===== src/hdl/mhpq_pkg.sv =====
`timescale 1ns / 1ps
`default_nettype none

package mhpq_pkg;

	// heap geometry
	localparam int CAPACITY = 64;
	localparam int IDX_W    = $clog2(CAPACITY);
	localparam int FILL_W   = $clog2(CAPACITY + 1);
	localparam int KEY_W    = 24;
	localparam int TAG_W    = 16;
	localparam int CNT_W    = 8;
	localparam int OP_W     = 2;
	localparam int STAT_W   = 2;

	// stream widths
	localparam int IN_BITS  = OP_W + KEY_W + TAG_W + CNT_W;
	localparam int IN_W     = ((IN_BITS + 7) / 8) * 8;
	localparam int OUT_BITS = KEY_W + TAG_W + CNT_W + FILL_W + 1 + STAT_W;
	localparam int OUT_W    = ((OUT_BITS + 7) / 8) * 8;

	// operation codes, code 3 behaves as peek
	typedef enum logic [OP_W-1:0] {
		OP_PUSH = 2'd0,
		OP_POP  = 2'd1,
		OP_PEEK = 2'd2
	} op_t;

	// result status codes
	typedef enum logic [STAT_W-1:0] {
		STAT_OK    = 2'd0,
		STAT_FULL  = 2'd1,
		STAT_EMPTY = 2'd2
	} stat_t;

	// one heap entry
	typedef struct packed {
		logic [KEY_W-1:0] key;
		logic [TAG_W-1:0] tag;
		logic [CNT_W-1:0] cnt;
	} entry_t;

	// controller states
	typedef enum logic [2:0] {
		S_IDLE,
		S_UP_RD,
		S_UP_CMP,
		S_DN_LOAD,
		S_DN_RD,
		S_DN_CMP,
		S_DONE
	} state_t;

	// commands from controller to datapath
	typedef struct packed {
		logic accept;
		logic up_rd;
		logic up_cmp;
		logic dn_load;
		logic dn_rd;
		logic dn_cmp;
		logic load_out;
	} ctl_cmd_t;

	// status from datapath to controller
	typedef struct packed {
		logic push_ok;
		logic pop_ok;
		logic at_root;
		logic up_swap;
		logic dn_leaf;
		logic dn_swap;
	} dp_stat_t;

endpackage

`default_nettype wire


===== src/hdl/max_heap_priority_queue.sv =====
// flow: a peek or refused op goes from input transfer straight to the result register,
// a push sifts up from its new slot and a pop sifts down from the root, one heap level
// per read state and compare-and-write state on the entry memory
// input: no new item is taken until the result of the last one is loaded, so the
// sift loop and any stall on the output side hold the input
// reset: arst_n clears the fill count and control; the entry memory holds no reset
`timescale 1ns / 1ps
`default_nettype none

module max_heap_priority_queue import mhpq_pkg::*; (
	input  wire               clk,
	input  wire               arst_n,
	input  wire               s_tvalid,
	output logic              s_tready,
	// op[1:0], key[25:2], tag[41:26], item_count[49:42], zero fill
	input  wire  [IN_W-1:0]   s_tdata,
	output logic              m_tvalid,
	input  wire               m_tready,
	// top_key[23:0], top_tag[39:24], top_count[47:40], fill_level[54:48],
	// is_empty[55], status[57:56], zero fill
	output logic [OUT_W-1:0]  m_tdata
);

	ctl_cmd_t             cmd;
	dp_stat_t             stat;
	entry_t               in_entry;
	entry_t               out_top;
	logic [FILL_W-1:0]    out_fill;
	logic                 out_empty;
	logic [STAT_W-1:0]    out_status;

	// input unpacking
	assign in_entry.key = s_tdata[OP_W +: KEY_W];
	assign in_entry.tag = s_tdata[OP_W + KEY_W +: TAG_W];
	assign in_entry.cnt = s_tdata[OP_W + KEY_W + TAG_W +: CNT_W];

	// output packing
	assign m_tdata = OUT_W'({out_status, out_empty, out_fill,
		out_top.cnt, out_top.tag, out_top.key});

	mhpq_ctrl u_ctrl (
		.clk       (clk),
		.arst_n    (arst_n),
		.stat      (stat),
		.cmd       (cmd),
		.in_valid  (s_tvalid),
		.in_ready  (s_tready),
		.out_valid (m_tvalid),
		.out_ready (m_tready)
	);

	mhpq_dp u_dp (
		.clk        (clk),
		.arst_n     (arst_n),
		.cmd        (cmd),
		.stat       (stat),
		.in_op      (s_tdata[OP_W-1:0]),
		.in_entry   (in_entry),
		.out_top    (out_top),
		.out_fill   (out_fill),
		.out_empty  (out_empty),
		.out_status (out_status)
	);

endmodule

`default_nettype wire


===== src/hdl/mhpq_dp.sv =====
`timescale 1ns / 1ps
`default_nettype none

module mhpq_dp import mhpq_pkg::*; (
	input  wire                   clk,
	input  wire                   arst_n,
	input  ctl_cmd_t              cmd,
	output dp_stat_t              stat,
	input  wire  [OP_W-1:0]       in_op,
	input  entry_t                in_entry,
	output entry_t                out_top,
	output logic [FILL_W-1:0]     out_fill,
	output logic                  out_empty,
	output logic [STAT_W-1:0]     out_status
);

	// entry memory, two registered read ports, one write port
	entry_t mem [CAPACITY];

	entry_t              rda_q, rdb_q;
	entry_t              mv_q;
	entry_t              root_q;
	logic [IDX_W-1:0]    at_q;
	logic [FILL_W-1:0]   fill_q;
	logic [STAT_W-1:0]   status_q;

	logic                rd_en_a, rd_en_b, wr_en;
	logic [IDX_W-1:0]    rd_addr_a, rd_addr_b, wr_addr;
	entry_t              wr_data;

	logic [IDX_W-1:0]    parent;
	logic [IDX_W+1:0]    left, right, fill_ext;
	logic                right_ok, pick_right;
	entry_t              pick;
	logic [IDX_W-1:0]    pick_idx;
	logic [FILL_W-1:0]   fill_dec;

	// index arithmetic and key compares
	always_comb begin
		parent     = (at_q - IDX_W'(1)) >> 1;
		left       = {1'b0, at_q, 1'b1};
		right      = left + (IDX_W+2)'(1);
		fill_ext   = (IDX_W+2)'(fill_q);
		fill_dec   = fill_q - FILL_W'(1);
		right_ok   = right < fill_ext;
		pick_right = right_ok && (rda_q.key < rdb_q.key);
		pick       = pick_right ? rdb_q : rda_q;
		pick_idx   = pick_right ? right[IDX_W-1:0] : left[IDX_W-1:0];
	end

	// status toward the controller
	always_comb begin
		stat.push_ok = (in_op == OP_PUSH) && (fill_q < FILL_W'(CAPACITY));
		stat.pop_ok  = (in_op == OP_POP) && (fill_q != '0);
		stat.at_root = (at_q == '0);
		stat.up_swap = mv_q.key > rda_q.key;
		stat.dn_leaf = left >= fill_ext;
		stat.dn_swap = mv_q.key < pick.key;
	end

	// memory port selection
	always_comb begin
		rd_en_a   = 1'b0;
		rd_en_b   = 1'b0;
		rd_addr_a = left[IDX_W-1:0];
		rd_addr_b = right[IDX_W-1:0];
		wr_en     = 1'b0;
		wr_addr   = at_q;
		wr_data   = mv_q;
		if (cmd.accept && stat.pop_ok) begin
			rd_en_a   = 1'b1;
			rd_addr_a = fill_dec[IDX_W-1:0];
		end
		if (cmd.up_rd) begin
			if (stat.at_root) begin
				wr_en = 1'b1;
			end else begin
				rd_en_a   = 1'b1;
				rd_addr_a = parent;
			end
		end
		if (cmd.up_cmp) begin
			wr_en = 1'b1;
			if (stat.up_swap) begin
				wr_data = rda_q;
			end
		end
		if (cmd.dn_rd) begin
			if (stat.dn_leaf) begin
				wr_en = 1'b1;
			end else begin
				rd_en_a = 1'b1;
				rd_en_b = 1'b1;
			end
		end
		if (cmd.dn_cmp) begin
			wr_en = 1'b1;
			if (stat.dn_swap) begin
				wr_data = pick;
			end
		end
	end

	// memory array
	always_ff @(posedge clk) begin
		if (wr_en) begin
			mem[wr_addr] <= wr_data;
		end
		if (rd_en_a) begin
			rda_q <= mem[rd_addr_a];
		end
		if (rd_en_b) begin
			rdb_q <= mem[rd_addr_b];
		end
	end

	// copy of the root slot, follows every write to index zero
	always_ff @(posedge clk) begin
		if (wr_en && (wr_addr == '0)) begin
			root_q <= wr_data;
		end
	end

	// moving entry
	always_ff @(posedge clk) begin
		if (cmd.accept && stat.push_ok) begin
			mv_q <= in_entry;
		end else if (cmd.dn_load) begin
			mv_q <= rda_q;
		end
	end

	// fill count, current index and status
	always_ff @(posedge clk or negedge arst_n) begin
		if (!arst_n) begin
			fill_q   <= '0;
			at_q     <= '0;
			status_q <= STAT_OK;
		end else begin
			if (cmd.accept) begin
				status_q <= STAT_OK;
				if (in_op == OP_PUSH && !stat.push_ok) begin
					status_q <= STAT_FULL;
				end
				if (in_op == OP_POP && !stat.pop_ok) begin
					status_q <= STAT_EMPTY;
				end
				if (stat.push_ok) begin
					at_q   <= fill_q[IDX_W-1:0];
					fill_q <= fill_q + FILL_W'(1);
				end
				if (stat.pop_ok) begin
					at_q   <= '0;
					fill_q <= fill_dec;
				end
			end
			if (cmd.up_cmp && stat.up_swap) begin
				at_q <= parent;
			end
			if (cmd.dn_cmp && stat.dn_swap) begin
				at_q <= pick_idx;
			end
		end
	end

	// result register
	always_ff @(posedge clk) begin
		if (cmd.load_out) begin
			out_top    <= (fill_q == '0) ? entry_t'('0) : root_q;
			out_fill   <= fill_q;
			out_empty  <= (fill_q == '0);
			out_status <= status_q;
		end
	end

endmodule

`default_nettype wire


===== src/hdl/mhpq_ctrl.sv =====
`timescale 1ns / 1ps
`default_nettype none

module mhpq_ctrl import mhpq_pkg::*; (
	input  wire      clk,
	input  wire      arst_n,
	input  dp_stat_t stat,
	output ctl_cmd_t cmd,
	input  wire      in_valid,
	output logic     in_ready,
	output logic     out_valid,
	input  wire      out_ready
);

	state_t state_q, state_nxt;
	logic   out_valid_q;
	logic   out_free;

	assign out_free  = !out_valid_q || out_ready;
	assign out_valid = out_valid_q;

	// next state
	always_comb begin
		state_nxt = state_q;
		case (state_q)
			S_IDLE: begin
				if (in_valid) begin
					if (stat.push_ok) begin
						state_nxt = S_UP_RD;
					end else if (stat.pop_ok) begin
						state_nxt = S_DN_LOAD;
					end else begin
						state_nxt = S_DONE;
					end
				end
			end
			S_UP_RD: begin
				state_nxt = stat.at_root ? S_DONE : S_UP_CMP;
			end
			S_UP_CMP: begin
				state_nxt = stat.up_swap ? S_UP_RD : S_DONE;
			end
			S_DN_LOAD: begin
				state_nxt = S_DN_RD;
			end
			S_DN_RD: begin
				state_nxt = stat.dn_leaf ? S_DONE : S_DN_CMP;
			end
			S_DN_CMP: begin
				state_nxt = stat.dn_swap ? S_DN_RD : S_DONE;
			end
			S_DONE: begin
				if (out_free) begin
					state_nxt = S_IDLE;
				end
			end
			default: begin
				state_nxt = S_IDLE;
			end
		endcase
	end

	// commands
	always_comb begin
		cmd          = '0;
		in_ready     = 1'b0;
		case (state_q)
			S_IDLE: begin
				in_ready   = 1'b1;
				cmd.accept = in_valid;
			end
			S_UP_RD:   cmd.up_rd    = 1'b1;
			S_UP_CMP:  cmd.up_cmp   = 1'b1;
			S_DN_LOAD: cmd.dn_load  = 1'b1;
			S_DN_RD:   cmd.dn_rd    = 1'b1;
			S_DN_CMP:  cmd.dn_cmp   = 1'b1;
			S_DONE:    cmd.load_out = out_free;
			default: begin
				cmd = '0;
			end
		endcase
	end

	// state and result valid registers
	always_ff @(posedge clk or negedge arst_n) begin
		if (!arst_n) begin
			state_q     <= S_IDLE;
			out_valid_q <= 1'b0;
		end else begin
			state_q <= state_nxt;
			if (cmd.load_out) begin
				out_valid_q <= 1'b1;
			end else if (out_ready) begin
				out_valid_q <= 1'b0;
			end
		end
	end

endmodule

`default_nettype wire


===== config.mk =====
export PLATFORM = sky130hd
export DESIGN_NAME = max_heap_priority_queue
export DESIGN_NICKNAME = d
export VERILOG_FILES = /design/src/hdl/mhpq_pkg.sv /design/src/hdl/max_heap_priority_queue.sv /design/src/hdl/mhpq_dp.sv /design/src/hdl/mhpq_ctrl.sv
export SDC_FILE = /design/constraint.sdc
export NUM_CORES = 2
export LEC_CHECK = 0
export BUFFER_PORTS_ARGS = -buffer_cell sky130_fd_sc_hd__buf_2
export CORE_ASPECT_RATIO = 0.5
export CORE_UTILIZATION = 65
export CTS_CLUSTER_SIZE = 8
export DETAILED_ROUTE_END_ITERATION = 8
export PLACE_DENSITY = 0.89
export SLEW_MARGIN = 0
export SYNTH_ARGS = -nofsm -noshare
export SYNTH_HDL_FRONTEND = slang
export SYNTH_SLANG_ARGS = --single-unit

===== constraint.sdc =====
create_clock -name clk -period 27.5 [get_ports clk]
set_clock_uncertainty 0.2 [all_clocks]
set_input_delay 1.375 -clock clk [delete_from_list [all_inputs] [get_ports clk]]
set_output_delay 1.375 -clock clk [all_outputs]
set_load 0.02 [all_outputs]

==> results of run 1 <==
-- synth_stat cells (28+ instances only) --
library cell	instances
a21oi_1	103
a22oi_1	180
and2_1	53
and3_1	68
and4_1	28
buf_1	92
buf_2	64
buf_4	57
buf_6	38
clkbuf_1	275
edfxtp_1	3322
ha_1	87
inv_1	70
mux2_2	49
mux2i_1	118
mux4_2	1124
nand2_1	834
nand3_1	440
nand4_1	46
nor2_1	111
nor3_1	144
o21ai_0	99
-- per-stage QoR --
| step | worst slack [ns] | instances | cell area (sq um) | hold slack (ns) |
|---|---|---|---|---|
| floorplan | 18.24 | 7639 | 143000 | 0.220 |
| global placement | 16.92 | 10478 | 148000 | 0.230 |
| detailed placement | 16.79 | 10478 | 148000 | 0.254 |
| CTS | 16.00 | 11004 | 160000 | 0.221 |
-- routing by layer --
metal / GRT overflow / GRT usage, %
met5: 1 / 48.7
met4: 36 / 61.3
met3: 7 / 62.6
met2: 44 / 78.4
met1: 8 / 65.7
-- kinds of logic after synthesis --
| logic type | count (synthesis) | synth area share, % |
|---|---|---|
| XOR/XNOR | 20 | 0.122 |
| flip-flops | 3341 | 70.1 |
| buffers and inverters | 602 | 2.02 |
| other | 1 | 0.00262 |
| adder cells (fa/ha/maj) | 87 | 0.761 |
| multiplexers | 1291 | 18.9 |
| AO/OA/AOI/OAI | 524 | 2.50 |
| AND/OR/NAND/NOR | 1768 | 5.64 |
==> flow_summary.json, run 1 <==
{
  "h-tree-depth": 5,
  "avg_synthesized_cell_area_sq_um": 18.7,
  "detailedPlacementHpwl_um": 275000,
  "outcome": "stopped before the end",
  "width_of_the_chip_um": 666,
  "last-stage-reached": "global routing (5_1_grt)",
  "io-pin-count": 126,
  "cts.repair.resized": 0,
  "cts_buffers": 459,
  "gp_weighted_congestion": 0.954,
  "cts_hold_buf": 0,
  "syn-instance-count": 7634,
  "yosys_warnings": 0,
  "number_of_enable_type_register_cells_in_the_synthesized_netlist": 3322,
  "toolErrorMsg": "[ERROR GRT-0232] Routing congestion too high. Check the congestion heatmap in the GUI.",
  "ys_dominant_reg_cell": "edfxtp_1",
  "antenna_found_initial": 135,
  "synth.area.top_cells": "edfxtp_1, mux4_2, nand2_1",
  "synth_top_cell_area_share_pct": 69.7,
  "cts.repair_timing.setup_buffer_count": 0,
  "grt_remaining_overflow": 96,
  "groute.usage.overall_pct": 67.6,
  "synth.lib_cells_used.distinct": 74,
  "placementRows": 121,
  "placement.io_buffers": 113,
  "grt_max_degree": 157,
  "clockRootBuffer": "clkbuf_16",
  "mappedNetlistArea_sq_um": 143000,
  "synth_seq_area_share_pct": 70.1,
  "initial_utilization_pct": 65.6,
  "cts_sinks": 3341,
  "async_flop_share_pct": 0.569,
  "cts-root-to-sink-buffers": 4,
  "die_y_um": 334,
  "ys_ff_latch": 3341,
  "largest_area_contributor_in_the_netlist": "edfxtp_1"
}
==> inputs of run 2 (changes only) <==
CORE_ASPECT_RATIO = not set   (was 0.5)
CORE_UTILIZATION = 40   (was 65)
CTS_CLUSTER_SIZE = not set   (was 8)
PLACE_DENSITY = not set   (was 0.89)
PLACE_DENSITY_LB_ADDON = 0.15   (was not set)
==> run 2 against run 1 <==
Against the previous run: the flow now finishes, with violations (design-rule violations); synthesized cell count stayed put; area after synthesis did not move.
==> flow_summary.json, run 2 <==
{
  "dpl_cell_area_sq_um": 151000,
  "grt_pass1_wl_um": 699000,
  "synth.most_common_cell": "edfxtp_1",
  "pwr_density_cell_nw_per_um2": 129,
  "grt_pass1_vias": 82625,
  "cts.repair_timing.setup_buffer_count": 0,
  "fin_total_pwr_mw": 21.0,
  "routed_wirelength_um": 516000,
  "finalHoldWorstSlack_ns": 0.226,
  "drt_iter0_drc": 11893,
  "placement.io_buffers": 113,
  "worst-path-max-fanout": 56,
  "clockRootBuffer": "clkbuf_16",
  "largest_register": "u_dp.mem",
  "crit_path_end": "u_dp.mem[10][36]$_DFFE_PP_",
  "layout.cells.most_common_list": "edfxtp_1, mux4_2, nand2_1",
  "synth.lib_cells_used.distinct": 74,
  "final-hold-violation-count": 0,
  "static-leakage-power_nw": 52.5,
  "final_common_cell": "edfxtp_1",
  "achievable-frequency_ghz": 0.0907,
  "cap_viol_max_count": 0,
  "worst_setup_path_end_kind": "flop",
  "yosys_warnings": 0,
  "via_per_inst": 6.39,
  "drt-wirelength-per-cell_um": 39.5,
  "setup_tns_ns": 0,
  "failed_checks": "design-rule violations",
  "cp-startpoint": "u_dp.at_q[2]$_DFFE_PN0P_",
  "cts-root-to-sink-buffers": 4,
  "top_layer_used": "met5",
  "criticalPathCategory": "flop to flop",
  "h-tree-depth": 5,
  "placementRows": 219,
  "worstPathRequired_ns": 27.97,
  "cp_launch_type": "flop",
  "drv_slew": 0,
  "drive_gt1_share_pct": 27.8,
  "cts_tree": "done",
  "synth_seq_area_share_pct": 70.1,
  "outcome": "finished with violations",
  "layout_worst_path_cycle_share_pct": 40.1,
  "finish.instance_area_sq_um": 163000,
  "grt_remaining_overflow": 0,
  "max-vdd-ir-drop_mv": 0.156,
  "synth_top_cell_area_share_pct": 69.7,
  "dieArea_sq_um": 360000,
  "syn-instance-count": 7634,
  "cp.arrival_ns": 11.49,
  "ys_dominant_reg_cell": "edfxtp_1",
  "cts_buffers": 355,
  "cts_hold_buf": 0,
  "rr_startpoint": "u_dp.at_q[2]$_DFFE_PN0P_",
  "drt-met1-wl_um": 195000,
  "post-route-drc-count": 60,
  "num-fill-cells": 30171,
  "grt_max_degree": 115,
  "tightest_slew_ns": 1.33,
  "syn_to_final_growth_pct": 13.7,
  "width_of_the_chip_um": 600,
  "synthTopCellsByCount": "edfxtp_1, mux4_2, nand2_1, nand3_1, clkbuf_1",
  "ys_ff_latch": 3341,
  "final-setup-viol-count": 0,
  "r2r_slack_ns": 16.48,
  "largest_area_contributor_in_the_netlist": "edfxtp_1",
  "period_needed_ns": 11.02,
  "io-pin-count": 126,
  "detailroute.via_count": 83398,
  "number_of_enable_type_register_cells_in_the_synthesized_netlist": 3322,
  "finish.net_count": 8043,
  "area_of_the_core_region_sq_um": 356000,
  "die_y_um": 600,
  "antenna_found_initial": 51,
  "drtPass1Iterations": 9,
  "drt.antenna.violating_nets": 0,
  "dr_wl_met3_um": 48800,
  "mappedNetlistArea_sq_um": 143000,
  "clk-insertion-delay-late_ns": 0.97,
  "clkSlewWorstSetupHoldPaths_ns": 0.06,
  "cts_sinks": 3341,
  "rsz0062_at_grt": "no",
  "critical_path.reg2reg.endpoint": "u_dp.mem[10][36]$_DFFE_PP_",
  "met2_wirelength_um": 249000,
  "initial_utilization_pct": 40.2,
  "cts.repair.resized": 0,
  "largest_reg_flops": 3072,
  "max-slew-margin-rel_pct": 11.4,
  "avg_synthesized_cell_area_sq_um": 18.7,
  "groute.usage.overall_pct": 28.4,
  "async_flop_share_pct": 0.569,
  "synth.area.top_cells": "edfxtp_1, mux4_2, nand2_1",
  "worst_hold_path_type": "input port to asynchronous set/reset pin",
  "gp_weighted_congestion": 0.862,
  "rr_worst_depth": 23,
  "detailedPlacementHpwl_um": 286000
}
==> run 2: cell counts after synthesis <==
No cell type changed its count.
==> run 2: kinds of logic after synthesis <==
family          after synthesis  share of synthesized area [%]
flops                      3341                           70.1
xor+xnor                     20                          0.122
compound gates              524                           2.50
simple gates               1768                           5.64
fa+ha+maj                    87                          0.761
mux                        1291                           18.9
other cells                   1                        0.00262
buf+inv                     602                           2.02
==> run 2: metrics by stage <==
| step | std cells | util, % | worst slack, ns |
|---|---|---|---|
| 2_1_floorplan | 7639 | - | 18.24 |
| 3_3_place_gp | 12290 | 42.3 | 16.85 |
| 3_5_place_dp | 12290 | 42.3 | 16.75 |
| 4_1_cts | 12941 | 45.6 | 16.69 |
| 5_1_grt | 13045 | 45.7 | 15.91 |
| 6_report | 13057 | 45.7 | 16.48 |
==> run 2: per-layer routing <==
layer / global-route usage, % / vias up
met5: 0 / -
met4: 12.5 / 16
met3: 5.40 / 1014
met2: 46.0 / 4910
met1: 37.6 / 45345
li1: - / 32113
==> run 2: layout make-up <==
cell class	count	area [sq um]	area share, %
Multi-Input combinational cell	3696	41000	25.2
Clock inverter	227	2340	1.44
Tap cell	4751	5940	3.66
Antenna cell	116	290	0.178
Timing Repair Buffer	431	3180	1.95
Clock buffer	424	9360	5.75
Sequential cell	3341	100000	61.6
Inverter	71	282	0.173
==> run 2: worst min path at each step <==
stage / startpoint / to / slack (ns) / depth (start not counted)
2_1_floorplan: u_dp.fill_q[2]$_DFFE_PN0P_ / u_dp.out_fill[2]$_DFFE_PP_ / 0.22 / 0
3_3_place_gp: u_dp.root_q[25]$_DFFE_PP_ / u_dp.out_top[25]$_SDFFCE_PP0P_ / 0.31 / 1
3_5_place_dp: u_dp.root_q[25]$_DFFE_PP_ / u_dp.out_top[25]$_SDFFCE_PP0P_ / 0.30 / 1
4_1_cts: arst_n / u_ctrl.out_valid$_DFFE_PN0P_ / 0.20 / 1
5_1_grt: arst_n / u_ctrl.out_valid$_DFFE_PN0P_ / 0.25 / 1
6_report: arst_n / u_ctrl.out_valid$_DFFE_PN0P_ / 0.23 / 1
==> run 2: critical path: stages (launching register included) <==
cell	delay (ns)
dfrtp_1	0.81
nand3_1	0.88
xor2_4	0.35
buf_4	0.46
inv_6	0.30
ha_1	0.29
a21o_1	0.18
a211oi_1	0.24
o21ai_0	0.14
a211o_1	0.34
a211oi_4	0.98
buf_4	0.49
nor2_1	0.08
a21oi_1	0.28
ha_1	0.22
nand4_1	0.24
nor4_1	0.42
nand2b_1	0.11
a2111oi_0	0.92
a211oi_4	0.08
o21ai_4	0.89
buf_4	0.68
mux2i_4	0.53
buf_4	0.53
==> run 2: power breakdown <==
part	internal, mW	leakage, nW	total (mW)	switching [mW]
clock network	2.84	5.69	4.90	2.06
registers	7.13	30.2	7.30	0.175
logic	2.85	16.6	8.83	5.98
Note: power is estimated with default switching activity, not from simulation.
